--- src/rtl/qph_pkg.sv ---
// Shared types and codes for the quadratic probe hash table.
package qph_pkg;

    localparam int TABLE_SLOTS_DEF = 16;
    localparam int KEY_BITS_DEF    = 32;
    localparam int KEY_W           = 32;
    localparam int SLOT_W          = 4;

    localparam logic [1:0] MODE_INSERT = 2'd0;
    localparam logic [1:0] MODE_SEARCH = 2'd1;
    localparam logic [1:0] MODE_REMOVE = 2'd2;

    localparam logic [1:0] STAT_OK        = 2'd0;
    localparam logic [1:0] STAT_NOT_FOUND = 2'd1;
    localparam logic [1:0] STAT_FULL      = 2'd2;

    typedef struct packed {
        logic [1:0]       mode;
        logic [KEY_W-1:0] key;
    } t_qph_in;

    typedef struct packed {
        logic [1:0]        status;
        logic [SLOT_W-1:0] slot;
    } t_qph_out;

endpackage

--- src/rtl/qph_slot_ram.sv ---
// Slot memory: one write port, one read port with registered read data.
module qph_slot_ram #(
    parameter int DEPTH = 16,
    parameter int WIDTH = 34
) (
    input  logic                     i_clk,
    input  logic                     i_we,
    input  logic [$clog2(DEPTH)-1:0] i_waddr,
    input  logic [WIDTH-1:0]         i_wdata,
    input  logic [$clog2(DEPTH)-1:0] i_raddr,
    output logic [WIDTH-1:0]         o_rdata
);

    logic [WIDTH-1:0] r_mem [DEPTH];

    always_ff @(posedge i_clk) begin
        if (i_we) begin
            r_mem[i_waddr] <= i_wdata;
        end
        o_rdata <= r_mem[i_raddr];
    end

endmodule

--- src/rtl/quadratic_probe_hash_table_core.sv ---
// Probing: one slot is visited per S_CHK step (1 to TABLE_SLOTS probes); the last probe loads
//   the output register, or S_DONE holds the result while the output is stalled. When TABLE_SLOTS
//   is not a power of two, S_MOD first reduces the key mod TABLE_SLOTS, four key bits a cycle.
// Requests: one at a time; an unknown mode skips probing and answers STAT_NOT_FOUND via S_DONE.
//   The next request is taken in the cycle after the result loads; a stalled result holds the core busy.
// Reset: synchronous; a clearing pass over all TABLE_SLOTS slots follows, with o_in_stall high.
module quadratic_probe_hash_table_core
    import qph_pkg::*;
#(
    parameter int TABLE_SLOTS = TABLE_SLOTS_DEF,
    parameter int KEY_BITS    = KEY_BITS_DEF
) (
    input  logic     i_clk,
    input  logic     i_rst_n,
    input  logic     i_in_valid,
    output logic     o_in_stall,
    input  t_qph_in  i_in,
    output logic     o_out_valid,
    input  logic     i_out_stall,
    output t_qph_out o_out
);

    localparam int SW       = $clog2(TABLE_SLOTS);
    localparam int DIGITS   = (KEY_BITS + 3) / 4;
    localparam int KPW      = 4 * DIGITS;
    localparam int DGW      = $clog2(DIGITS);
    localparam int MW       = KEY_BITS + 2;
    localparam bit IS_POW2  = ((TABLE_SLOTS & (TABLE_SLOTS - 1)) == 0);
    localparam logic [SW:0]   N_EXT     = (SW+1)'(TABLE_SLOTS);
    localparam logic [SW+3:0] N_X1      = (SW+4)'(TABLE_SLOTS);
    localparam logic [SW+3:0] N_X2      = (SW+4)'(TABLE_SLOTS * 2);
    localparam logic [SW+3:0] N_X4      = (SW+4)'(TABLE_SLOTS * 4);
    localparam logic [SW+3:0] N_X8      = (SW+4)'(TABLE_SLOTS * 8);
    localparam logic [SW-1:0] SLOT_LAST = SW'(TABLE_SLOTS - 1);
    localparam logic [DGW-1:0] DIG_LAST = DGW'(DIGITS - 1);

    localparam logic [2:0] S_CLR  = 3'd0;
    localparam logic [2:0] S_IDLE = 3'd1;
    localparam logic [2:0] S_MOD  = 3'd2;
    localparam logic [2:0] S_CHK  = 3'd3;
    localparam logic [2:0] S_DONE = 3'd4;

    logic [2:0]          r_state, n_state;
    logic [SW-1:0]       r_slot, n_slot;
    logic [SW-1:0]       r_odd, n_odd;
    logic [SW-1:0]       r_step, n_step;
    logic [DGW-1:0]      r_dig, n_dig;
    logic [SW-1:0]       r_rem, n_rem;
    logic [KPW-1:0]      r_kshift, n_kshift;
    logic [KEY_BITS-1:0] r_key, n_key;
    logic [1:0]          r_mode, n_mode;
    t_qph_out            r_res, n_res;
    t_qph_out            r_out, n_out;
    logic                r_ovalid, n_ovalid;

    logic [MW-1:0]       w_rd;
    logic                w_we;
    logic [MW-1:0]       w_wdata;
    logic [KEY_BITS-1:0] w_key;
    logic [SW+3:0]       w_racc, w_rs8, w_rs4, w_rs2;
    logic [SW:0]         w_sum, w_osum;
    logic [SW-1:0]       w_rem_red, w_slot_adv, w_odd_adv;
    logic                w_used, w_tomb, w_match, w_out_free;
    logic                w_fin;
    t_qph_out            w_fin_res;

    assign w_key  = KEY_BITS'(i_in.key);
    assign w_used = w_rd[MW-1];
    assign w_tomb = w_rd[MW-2];
    assign w_match = (w_rd[KEY_BITS-1:0] == r_key);
    assign w_out_free = !r_ovalid || !i_out_stall;

    // Fold in four key bits a cycle: shift the remainder in, then compare-subtract 8N, 4N, 2N, N.
    assign w_racc    = {r_rem, r_kshift[KPW-1 -: 4]};
    assign w_rs8     = (w_racc >= N_X8) ? (w_racc - N_X8) : w_racc;
    assign w_rs4     = (w_rs8 >= N_X4) ? (w_rs8 - N_X4) : w_rs8;
    assign w_rs2     = (w_rs4 >= N_X2) ? (w_rs4 - N_X2) : w_rs4;
    assign w_rem_red = (w_rs2 >= N_X1) ? SW'(w_rs2 - N_X1) : SW'(w_rs2);

    // Advance the probe by the next odd step and the odd step itself by two, each wrapped once.
    assign w_sum = {1'b0, r_slot} + {1'b0, r_odd};
    assign w_slot_adv = (w_sum >= N_EXT) ? SW'(w_sum - N_EXT) : SW'(w_sum);
    assign w_osum = {1'b0, r_odd} + (SW+1)'(2);
    assign w_odd_adv = (w_osum >= N_EXT) ? SW'(w_osum - N_EXT) : SW'(w_osum);

    assign o_in_stall  = (r_state != S_IDLE);
    assign o_out_valid = r_ovalid;
    assign o_out       = r_out;

    always_comb begin
        n_state   = r_state;
        n_slot    = r_slot;
        n_odd     = r_odd;
        n_step    = r_step;
        n_dig     = r_dig;
        n_rem     = r_rem;
        n_kshift  = r_kshift;
        n_key     = r_key;
        n_mode    = r_mode;
        n_res     = r_res;
        n_out     = r_out;
        n_ovalid  = r_ovalid && i_out_stall;
        w_we      = 1'b0;
        w_wdata   = '0;
        w_fin     = 1'b0;
        w_fin_res = '0;

        unique case (r_state)
            S_CLR: begin
                w_we   = 1'b1;
                n_slot = r_slot + SW'(1);
                if (r_slot == SLOT_LAST) begin
                    n_state = S_IDLE;
                end
            end
            S_IDLE: begin
                if (i_in_valid) begin
                    n_mode   = i_in.mode;
                    n_key    = w_key;
                    n_kshift = KPW'(w_key);
                    n_step   = '0;
                    n_odd    = SW'(1);
                    n_rem    = '0;
                    n_dig    = '0;
                    if (i_in.mode == MODE_INSERT || i_in.mode == MODE_SEARCH ||
                        i_in.mode == MODE_REMOVE) begin
                        if (IS_POW2) begin
                            n_slot  = SW'(w_key);
                            n_state = S_CHK;
                        end else begin
                            n_state = S_MOD;
                        end
                    end else begin
                        n_res.status = STAT_NOT_FOUND;
                        n_res.slot   = '0;
                        n_state      = S_DONE;
                    end
                end
            end
            S_MOD: begin
                n_rem    = w_rem_red;
                n_kshift = r_kshift << 4;
                n_dig    = r_dig + DGW'(1);
                if (r_dig == DIG_LAST) begin
                    n_slot  = w_rem_red;
                    n_state = S_CHK;
                end
            end
            S_CHK: begin
                if (r_mode == MODE_INSERT) begin
                    if (!w_used || w_tomb) begin
                        w_we      = 1'b1;
                        w_wdata   = {1'b1, 1'b0, r_key};
                        w_fin     = 1'b1;
                        w_fin_res = '{status: STAT_OK, slot: SLOT_W'(r_slot)};
                    end
                end else begin
                    if (!w_used) begin
                        w_fin     = 1'b1;
                        w_fin_res = '{status: STAT_NOT_FOUND, slot: '0};
                    end else if (!w_tomb && w_match) begin
                        // Remove leaves a tombstone so later probe paths stay intact.
                        w_we      = (r_mode == MODE_REMOVE);
                        w_wdata   = {1'b1, 1'b1, w_rd[KEY_BITS-1:0]};
                        w_fin     = 1'b1;
                        w_fin_res = '{status: STAT_OK, slot: SLOT_W'(r_slot)};
                    end
                end
                if (!w_fin) begin
                    if (r_step == SLOT_LAST) begin
                        w_fin = 1'b1;
                        w_fin_res.status = (r_mode == MODE_INSERT) ? STAT_FULL
                                                                   : STAT_NOT_FOUND;
                        w_fin_res.slot   = '0;
                    end else begin
                        n_slot = w_slot_adv;
                        n_odd  = w_odd_adv;
                        n_step = r_step + SW'(1);
                    end
                end
                if (w_fin) begin
                    if (w_out_free) begin
                        n_out    = w_fin_res;
                        n_ovalid = 1'b1;
                        n_state  = S_IDLE;
                    end else begin
                        n_res   = w_fin_res;
                        n_state = S_DONE;
                    end
                end
            end
            S_DONE: begin
                if (w_out_free) begin
                    n_out    = r_res;
                    n_ovalid = 1'b1;
                    n_state  = S_IDLE;
                end
            end
            default: begin
                n_state = S_CLR;
            end
        endcase
    end

    always_ff @(posedge i_clk) begin
        if (!i_rst_n) begin
            r_state  <= S_CLR;
            r_slot   <= '0;
            r_ovalid <= 1'b0;
        end else begin
            r_state  <= n_state;
            r_slot   <= n_slot;
            r_ovalid <= n_ovalid;
        end
        r_odd    <= n_odd;
        r_step   <= n_step;
        r_dig    <= n_dig;
        r_rem    <= n_rem;
        r_kshift <= n_kshift;
        r_key    <= n_key;
        r_mode   <= n_mode;
        r_res    <= n_res;
        r_out    <= n_out;
    end

    // Read the slot that r_slot will hold, so its word is ready in the next cycle.
    qph_slot_ram #(
        .DEPTH (TABLE_SLOTS),
        .WIDTH (MW)
    ) u_ram (
        .i_clk   (i_clk),
        .i_we    (w_we),
        .i_waddr (r_slot),
        .i_wdata (w_wdata),
        .i_raddr (n_slot),
        .o_rdata (w_rd)
    );

endmodule

--- config.mk ---
export PLATFORM = sky130hd
export DESIGN_NAME = quadratic_probe_hash_table_core
export DESIGN_NICKNAME = d
export VERILOG_FILES = /design/src/rtl/qph_pkg.sv /design/src/rtl/qph_slot_ram.sv /design/src/rtl/quadratic_probe_hash_table_core.sv
export SDC_FILE = /design/constraint.sdc
export NUM_CORES = 1
export LEC_CHECK = 0
export ABC_AREA = 0
export BUFFER_PORTS_ARGS = -buffer_cell sky130_fd_sc_hd__buf_2
export CAP_MARGIN = 30
export CORE_MARGIN = 5
export CORE_UTILIZATION = 45
export CTS_CLUSTER_DIAMETER = 100
export DETAILED_ROUTE_END_ITERATION = 10
export REMOVE_ABC_BUFFERS = 1
export SLEW_MARGIN = 20
export SYNTH_ARGS = -nofsm -noshare
export SYNTH_HDL_FRONTEND = slang
export SYNTH_SLANG_ARGS = --single-unit
--- constraint.sdc ---
create_clock -name i_clk -period 12.5 [get_ports i_clk]
set_input_delay 3.125 -clock i_clk [delete_from_list [all_inputs] [get_ports i_clk]]
set_output_delay 3.125 -clock i_clk [all_outputs]
set_load 0.02 [all_outputs]
==> run_results.csv, run 1 <==
group,metric,value,unit
worst_setup_path,arrival,7.03,ns
sta,finalSetupTns,0,ns
worst_setup_path,endpoint,"u_ram.o_rdata[24]",
final_layout,nets,2094,
grt,grt_pass1_wl,102000,um
sta,period_share,0.528,
worst_setup_path,crit_required,12.93,ns
worst_setup_path,rrSetupSlack,6.68,ns
detailed_routing,drtPass1Iterations,6,
detailed_routing,drt_iter0_markers,1510,
place,hpwl,35500,um
clocking,cts_buffers,70,
clocking,post-cts-setup-buffer-count,0,
clocking,cts-root-buf,"clkbuf_16",
yosys,yosys_warnings,0,
min_path,hp-class,"flop to flop",
grt,antenna_found_initial,1,
yosys,synth_top_flop_cell,"edfxtp_1",
worst_setup_path,r2r_cells,11,
die,floorplan.initialDensity,0.452,
yosys,synth_edf_count,632,
worst_setup_path,endpoint_kind,"flop",
place,port_buffers,45,
detailed_routing,antenna_left,0,
die,fp.dieH,255,um
worst_setup_path,crit_fanout,187,
worst_setup_path,cp_cell_sequence,"buf_2 -> a21boi_1 -> a32oi_1 -> o22ai_1 -> a211o_4 -> buf_12 -> buf_4 -> mux2i_1 -> mux2i_1 -> a32oi_1 -> o221ai_1",
clocking,postCtsHoldBufs,0,
worst_setup_path,reg2reg_to,"u_ram.o_rdata[24]",
die,io_pins,46,
detailed_routing,via_per_inst,5.73,
clocking,tritoncts,"built",
clocking,clk_pin_slew,0.06,ns
yosys,ys_seq_area_frac,0.731,
final_layout,final_common_cell,"edfxtp_1",
final_layout,postLayoutCoreUtil,0.506,
clocking,ctsResizeCount,0,
power_and_ir_drop,p_per_area,259,nW/um^2
worst_setup_path,critPathMaxStageDelay,0.73,ns
sta,fmax,152,MHz
clocking,insertion_delay,0.59,ns
grt,grt_pass1_vias,15762,
worst_setup_path,timing.rr.start,"r_key[3]",
die,core,60000,sq um
power_and_ir_drop,irDropWorstVdd,300,uV
die,row_count,90,
grt,overflow,0,
worst_setup_path,critical_path.startpoint,"i_in_valid",
final_layout,diodes,0,
sta,finalHoldViolCount,0,
sta,worst_pin_slew,1.09,ns
power_and_ir_drop,p_leak,0.0102,uW
final_layout,final_cell_mix,"edfxtp_1 (632), nand2_1 (369), nor2_1 (230)",
yosys,syn-cell-area,27100,sq um
outcome,status,"completed",
yosys,async_flop_share,0,
sta,min_period,6.60,ns
detailed_routing,route.vias.total,16466,
die,dieArea,65300,sq um
detailed_routing,wl_per_cell,24.4,um
sta,drv_slew,0,
sta,relSlewSlack,0.273,
clocking,cts_num_sinks,674,
yosys,ys_seq_elements,674,
worst_setup_path,crit_type,"primary input to flop",
yosys,avgSynthCellArea,13.5,sq um
detailed_routing,wl,70100,um
yosys,synth_cell_type_count,52,
grt,grtUsageTotal,0.208,
die,die_w,255,um
yosys,postSynthCellCount,2007,
min_path,min_path_cells,2,
worst_setup_path,worstSetupStartpointType,"primary input",
place,gp_congestion,0.823,
final_layout,area_delta_synth_final,11.9,%
worst_setup_path,critPathSlowestCell,"buf_12",
sta,final-setup-viol-count,0,
clocking,htree_levels,3,
sta,rsz0062_at_grt,"false",
job,cap_violations,0,
detailed_routing,route.detailed.drc,0,
grt,grt_max_degree,188,
final_layout,fill_cells,5098,
sta,clock_skew,0.0140,ns
clocking,cts_buffer_depth,3,
final_layout,layout-drive-gt1-share,0.104,
==> cell usage after synthesis (10+ instances only) <==
master / count / area share
a32oi_1: 35 / 0.011
a21oi_1: 10 / 0.0018
nand3_1: 153 / 0.028
edfxtp_1: 632 / 0.70
inv_1: 12 / 0.0017
buf_6: 12 / 0.0050
ha_1: 10 / 0.0046
nor4_1: 13 / 0.0030
dfxtp_1: 42 / 0.031
o21ai_0: 78 / 0.014
nand2_1: 372 / 0.052
clkbuf_1: 44 / 0.0061
nor2_1: 245 / 0.034
mux2i_1: 107 / 0.040
o221ai_1: 35 / 0.011
xor2_1: 35 / 0.011
buf_2: 47 / 0.0087
a22o_1: 36 / 0.012
==> worst min path at each step <==
| stage | startpoint | to | slack (ns) |
|---|---|---|---|
| 4_1_cts | r_kshift[0] | r_kshift[4] | 0.51 |
| 6_report | r_kshift[4] | r_kshift[8] | 0.51 |
| 3_5_place_dp | r_kshift[18] | r_kshift[22] | 0.50 |
| 2_1_floorplan | r_kshift[6] | r_kshift[10] | 0.48 |
| 3_3_place_gp | r_kshift[8] | r_kshift[12] | 0.49 |
| 5_1_grt | r_kshift[18] | r_kshift[22] | 0.53 |
==> worst max-delay path: cells and delay by family <==
family	cells	cell delay [ns]
AOI/OAI and AO/OA	6	1.73
muxes	2	0.41
buffers and inverters	3	1.56
==> kinds of logic after synthesis <==
family          after synthesis  synth area share
compound gates              221            0.0588
xor+xnor                     39            0.0126
fa+ha+maj                    11           0.00535
buf+inv                     130            0.0247
flops                       674             0.731
mux                         110            0.0408
simple gates                822             0.127
==> flip-flops by register name, summed over array words and instances (netlist names), 4 cells and up <==
register and flops:
r_kshift 32, u_ram.o_rdata 34, r_key 32, o_out 6, r_step 4, r_res 6
u_ram.r_mem 544, r_slot 4
==> power breakdown <==
| part | leakage (uW) | switching [uW] | internal, uW |
|---|---|---|---|
| clock | 0.00106 | 810 | 1150 |
| sequential | 0.00572 | 159 | 2870 |
| combinational | 0.00341 | 1940 | 926 |
==> metrics by stage <==
| stage | hold slack, ns | setup slack [ns] | instance area (sq um) | power [uW] | instances |
|---|---|---|---|---|---|
| after floorplan | 0.484 | 2.07 | 26500 | 5290 | 1889 |
| after detailed placement | 0.497 | 5.45 | 28200 | 5930 | 2755 |
| after global placement | 0.491 | 5.54 | 28100 | 5860 | 2752 |
| after CTS | 0.511 | 5.99 | 30300 | 7900 | 2876 |
| final | 0.510 | 5.90 | 30300 | 7860 | 2876 |
| after global routing | 0.531 | 5.75 | 30300 | 8300 | 2876 |
==> per-layer routing <==
layer  routed length (um)  vias to the layer above  GRT usage
met2                33000                      653      0.335
met3                 5110                      104     0.0341
met1                30500                     8258      0.302
li1                     -                     7451          -
met5                    0                        -          0
met4                 1480                        0     0.0490
==> area by class of cell <==
type,count,area (sq um),share of cell area
Sequential cell,674,19800,0.653
Multi-Input combinational cell,1203,6790,0.224
Clock buffer,102,2000,0.0660
Tap cell,782,978,0.0322
Timing Repair Buffer,84,561,0.0185
Clock inverter,19,141,0.00466
Inverter,12,45.0,0.00148
No activity file was read; power rests on OpenSTA's default activity.
==> inputs of run 2 (changes only) <==
Settings changed: ABC_AREA 0 to 1.
Clock period 12.5 ns to 6.3 ns, I/O delays scaled along.
==> run 2 against run 1 <==
Synthesized cell count increased by 42%; sequential share of layout area fell by 6.3 points; register-to-register slack worse by 4.6 ns; combinational power rose to 3.1 times the previous value; design area is 11% higher; critical path depth rose by 9; setup slack worse by 3.8 ns; largest cell class unchanged; largest power group is now combinational cells.
==> run_results.csv, run 2 <==
group,metric,value,unit
outcome,status,"completed",
min_path,hp-class,"flop to flop",
detailed_routing,wl_met2,39200,um
sta,finalHoldViolCount,0,
yosys,avgSynthCellArea,10.4,sq um
grt,grt_pass1_wl,125000,um
yosys,synth_top_flop_cell,"edfxtp_1",
grt,grtUsageTotal,0.233,
clocking,tritoncts,"built",
detailed_routing,antenna_left,0,
yosys,synth_edf_count,632,
yosys,yosys_warnings,0,
final_layout,largest_register_ffs,544,
sta,whs,0.513,ns
worst_setup_path,path_common_cell,"nand3_1",
worst_setup_path,arrival,4.65,ns
die,die_w,267,um
detailed_routing,route.detailed.drc,0,
die,io_pins,46,
detailed_routing,via_per_inst,5.47,
worst_setup_path,crit_fanout,204,
sta,drv_slew,0,
yosys,postSynthCellCount,2859,
place,post-place-ws,1.78,ns
sta,rsz0062_at_grt,"false",
detailed_routing,wl,83900,um
detailed_routing,wirelength_met1,34900,um
grt,antenna_found_initial,0,
clocking,cts_buffer_depth,3,
worst_setup_path,endpoint_kind,"flop",
clocking,ctsResizeCount,0,
detailed_routing,route.vias.total,20843,
final_layout,final_common_cell,"nand3_1",
worst_setup_path,critPathSlowestCell,"buf_12",
power_and_ir_drop,irDropWorstVdd,685,uV
sta,worst_pin_slew,1.14,ns
sta,relSlewSlack,0.241,
die,fp.dieH,267,um
sta,period_share,0.663,
worst_setup_path,worstSetupStartpointType,"flop",
final_layout,layout-drive-gt1-share,0.0882,
worst_setup_path,critPathMaxStageDelay,0.68,ns
detailed_routing,top_layer,"met4",
final_layout,diodes,0,
place,hpwl,44100,um
yosys,synth.most_common_cell,"nand3_1",
final_layout,nets,2942,
place,port_buffers,45,
clocking,cts_num_sinks,674,
job,cap_violations,0,
final_layout,seq_area,19800,sq um
worst_setup_path,crit_type,"flop to flop",
clocking,cts_buffers,70,
grt,grt_max_degree,205,
sta,final-setup-viol-count,0,
clocking,post-cts-setup-buffer-count,0,
final_layout,design_area,33600,sq um
yosys,synth.largest_area_cell,"edfxtp_1",
power_and_ir_drop,p_leak,0.0141,uW
final_layout,fill_cells,5796,
detailed_routing,drtPass1Iterations,6,
yosys,async_flop_share,0,
die,dieArea,71300,sq um
die,floorplan.initialDensity,0.453,
grt,overflow,0,
detailed_routing,drt_iter0_markers,2338,
die,core,65600,sq um
place,gp_congestion,0.825,
sta,min_period,4.18,ns
yosys,synth_commonest_cells,"nand3_1 (661), edfxtp_1 (632), inv_1 (552)",
yosys,syn-cell-area,29700,sq um
die,row_count,94,
yosys,yosys-top-cells-area,"edfxtp_1 (64%), nand3_1 (11%), inv_1 (7.0%)",
clocking,postCtsHoldBufs,0,
grt,grt_pass1_vias,20071,
clocking,insertion_delay,0.61,ns
final_layout,area_delta_synth_final,12.9,%
sta,worst_slack,2.12,ns
place,place_area,31200,sq um
worst_setup_path,cp_cell_sequence,"inv_2 -> nand2_1 -> nand2_1 -> nand3_1 -> nor2_1 -> nand2_1 -> nor2_1 -> nand3_1 -> nand2_1 -> nand2_2 -> nand2_4 -> nand3_4 -> buf_4 -> nand3_4 -> buf_12 -> nand3_1 -> nand3_1 -> nand3_1 -> nand3_1 -> nand2_1",
yosys,ys_seq_elements,674,
sta,clock_skew,0.0276,ns
yosys,synth_cell_type_count,40,
sta,fmax,239,MHz
final_layout,multi_input_area,7370,sq um
worst_setup_path,crit_required,6.77,ns
final_layout,final_cell_mix,"nand3_1 (661), edfxtp_1 (632), inv_1 (552)",
clocking,clk_pin_slew,0.06,ns
final_layout,largestRegisters,"u_ram.r_mem: 544 flops, u_ram.o_rdata: 34 flops",
yosys,ys_seq_area_frac,0.667,
power_and_ir_drop,p_per_area,568,nW/um^2
clocking,htree_levels,3,
detailed_routing,wl_per_cell,22.0,um
final_layout,largest_register,"u_ram.r_mem",
clocking,cts-root-buf,"clkbuf_16",
detailed_routing,met3_length,6890,um
yosys,synth_top_area_share,0.638,
-- run 2: changes by cell type after synthesis, moves of 36 or more --
cell,delta
inv_1,+540
nand3_1,+508
nor2_1,-191
nand2_1,+165
mux2i_1,-107
nand3b_1,+68
o21ai_0,-48
a22o_1,-36
-- run 2: logic make-up after synthesis --
kind of cell,after synthesis,synth area share
fa+ha+maj,11,0.00488
flops,674,0.667
simple gates,1334,0.207
buf+inv,718,0.0953
xor+xnor,11,0.00324
compound gates,111,0.0227
-- run 2: final timing paths --
check	from	endpoint	slack, ns	cells after the start
worst min-delay path	r_kshift[22]	r_kshift[26]	0.51	2
worst max register to register	r_key[18]	u_ram.o_rdata[15]	2.12	20
worst min register to register	r_kshift[22]	r_kshift[26]	0.51	2
worst max-delay path	r_key[18]	u_ram.o_rdata[15]	2.12	20
-- run 2: layer usage --
layer,vias to the layer above,track usage
li1,9569,-
met1,10180,0.322
met2,919,0.373
met3,175,0.0397
met4,0,0.0855
met5,-,0
-- run 2: per-stage QoR --
stage	setup TNS (ns)	instances	total power (uW)	util
2_1_floorplan	-20.15	2708	11600	-
6_report	0	3813	19100	0.511
3_3_place_gp	0	3667	14800	0.472
3_5_place_dp	0	3681	15000	0.476
4_1_cts	0	3809	19100	0.510
5_1_grt	0	3813	20300	0.511
-- run 2: final cells by class --
cell class | instances | area share
tap | 864 | 0.0322
inverter | 567 | 0.0635
timing repair buffer | 113 | 0.0271
sequential | 674 | 0.591
clock buffer | 101 | 0.0584
clock inverter | 27 | 0.00846
multi-input combinational | 1467 | 0.220
-- run 2: worst max-delay path, delay by kind of cell, from the launching register on --
kind,cells,cell delay (ns)
buffers and inverters,3,1.15
and+or+nand+nor,17,2.23
DFF,1,0.40
-- run 2: power by group --
group          switching (uW)  total, uW  internal, uW  leakage [uW]
Sequential                269       5960          5700       0.00575
Clock                    1700       4080          2380       0.00109
Combinational            6540       9030          2500       0.00729
Total                    8510      19100         10600        0.0141
==> inputs of run 3 (changes only) <==
Clock period 6.3 ns to 4.2 ns, I/O delays scaled along.
==> run 3 against run 2 <==
Clock skew rose by 0.0062 ns; critical endpoint is now u_ram.o_rdata[16]; largest power group unchanged; setup slack got worse by 1.6 ns; highest routed layer unchanged; combinational power rose by 56%.
==> run_results.csv, run 3 (synthesized netlist as in run 2, its figures left out) <==
group,metric,value,unit
outcome,status,"completed",
detailed_routing,antenna_left,0,
grt,use_met3,0.0409,
place,gp_congestion,0.822,
final_layout,largest_register_ffs,544,
sta,min_period,3.72,ns
worst_setup_path,critPathSlowestCell,"buf_12",
worst_setup_path,endpoint_kind,"flop",
final_layout,largestRegisters,"u_ram.r_mem: 544 flops, u_ram.o_rdata: 34 flops",
power_and_ir_drop,p_leak,0.0143,uW
clocking,ctsResizeCount,0,
clocking,clk_pin_slew,0.06,ns
final_layout,largest_register,"u_ram.r_mem",
clocking,postCtsHoldBufs,0,
sta,finalSetupTns,0,ns
detailed_routing,route.vias.total,20866,
final_layout,layout-drive-gt1-share,0.0981,
detailed_routing,wl,84100,um
grt,grt_max_degree,205,
worst_setup_path,critPathMaxStageDelay,0.68,ns
sta,drv_slew,0,
min_path,holdCritStartpoint,"r_state[0]",
final_layout,area_delta_synth_final,14.0,%
place,hpwl,45000,um
clocking,cts-root-buf,"clkbuf_16",
worst_setup_path,crit_fanout,204,
final_layout,diodes,0,
sta,fmax,268,MHz
sta,period_share,0.887,
clocking,tritoncts,"built",
die,fp.dieH,267,um
grt,grt_pass1_vias,19782,
sta,rsz0062_at_grt,"false",
worst_setup_path,crit_type,"flop to flop",
detailed_routing,route.detailed.drc,0,
final_layout,nets,2968,
clocking,htree_levels,3,
grt,use_met2,0.368,
grt,grt_busiest_layer,"met2",
grt,grtUsageTotal,0.232,
die,dieArea,71300,sq um
final_layout,final_cell_mix,"nand3_1 (661), edfxtp_1 (632), inv_1 (552)",
detailed_routing,drtPass1Iterations,5,
die,row_count,94,
power_and_ir_drop,power,29400,uW
min_path,hp-class,"flop to flop",
grt,antenna_found_initial,1,
grt,grt_pass1_wl,125000,um
die,floorplan.initialDensity,0.453,
worst_setup_path,crit_required,4.69,ns
grt,use_met1,0.328,
power_and_ir_drop,irDropWorstVdd,846,uV
die,io_pins,46,
detailed_routing,wl_per_cell,21.9,um
job,cap_violations,0,
clocking,cts_buffer_depth,3,
worst_setup_path,rrSetupSlack,0.48,ns
place,port_buffers,45,
sta,finalHoldViolCount,0,
die,die_w,267,um
sta,relSlewSlack,0.208,
sta,worst_pin_slew,1.19,ns
power_and_ir_drop,p_per_area,867,nW/um^2
detailed_routing,drt_iter0_markers,2563,
worst_setup_path,path_common_cell,"nand2_1",
final_layout,final_common_cell,"nand3_1",
worst_setup_path,critical_path.startpoint,"u_ram.o_rdata[15]",
worst_setup_path,timing.rr.start,"u_ram.o_rdata[15]",
sta,final-setup-viol-count,0,
clocking,cts_num_sinks,674,
die,core,65600,sq um
clocking,post-cts-setup-buffer-count,0,
worst_setup_path,worstSetupStartpointType,"flop",
clocking,insertion_delay,0.63,ns
clocking,cts_buffers,70,
grt,overflow,0,
sta,clock_skew,0.0338,ns
detailed_routing,via_per_inst,5.43,
worst_setup_path,arrival,4.21,ns
worst_setup_path,cp_cell_sequence,"inv_1 -> nand2_1 -> nand2_1 -> inv_1 -> nand2_1 -> nor2_1 -> nand2_1 -> nor2_1 -> nand3_1 -> nand2_1 -> nand2_2 -> nand2_4 -> nand3_4 -> nand3_4 -> buf_12 -> nand3_1 -> nand3_1 -> nand3_1 -> nand3_1 -> nand2_1",
## run 3: changes by cell type in the layout (fill, tap and decap cells not counted), moves of 4 or more
cell and delta:
clkbuf_1 -4, o22ai_1 +7, o22ai_2 -7, clkinv_1 -7, buf_4 +20, buf_16 -6, buf_12 +17
## run 3: path summary, 6_finish.rpt
check             cells after the start                 to
setup / recovery                     20  u_ram.o_rdata[16]
hold / removal                        2         r_state[0]
setup reg to reg                     20  u_ram.o_rdata[16]
hold reg to reg                       2         r_state[0]
## run 3: routing by layer
layer | vias up | wire length [um]
met4 | 0 | 2490
met1 | 10109 | 35400
met3 | 150 | 7400
met5 | - | 0
li1 | 9629 | -
met2 | 978 | 38800
## run 3: where the power goes
part / switching (uW) / internal (uW) / leakage [uW]
clock network: 2650 / 3730 / 0.00115
logic: 9990 / 4080 / 0.00744
registers: 412 / 8540 / 0.00575
total: 13100 / 16400 / 0.0143
## run 3: through the flow
step	hold WS, ns	worst slack (ns)	utilization	std cells	area [sq um]
2_1_floorplan	0.468	-2.47	-	2708	29000
4_1_cts	0.511	0.690	0.517	3841	33900
3_5_place_dp	0.498	0.546	0.481	3711	31500
5_1_grt	0.547	0.380	0.517	3841	33900
6_report	0.511	0.476	0.517	3841	33900
3_3_place_gp	0.488	0.569	0.481	3711	31500
## run 3: final cells by class
type,instances,area (sq um)
multi-input cells,1467,7320
clock buffers,99,1960
fillers,5776,31700
flip-flops and latches,674,19800
inverters,567,2130
repair buffers,139,1190
well taps,864,1080
clock inverters,31,397
## run 3: critical path: cells and delay by family, from the launching register on
kind,cells,cell delay [ns]
buffers and inverters,3,0.81
DFF,1,0.41
and+or+nand+nor,17,2.08
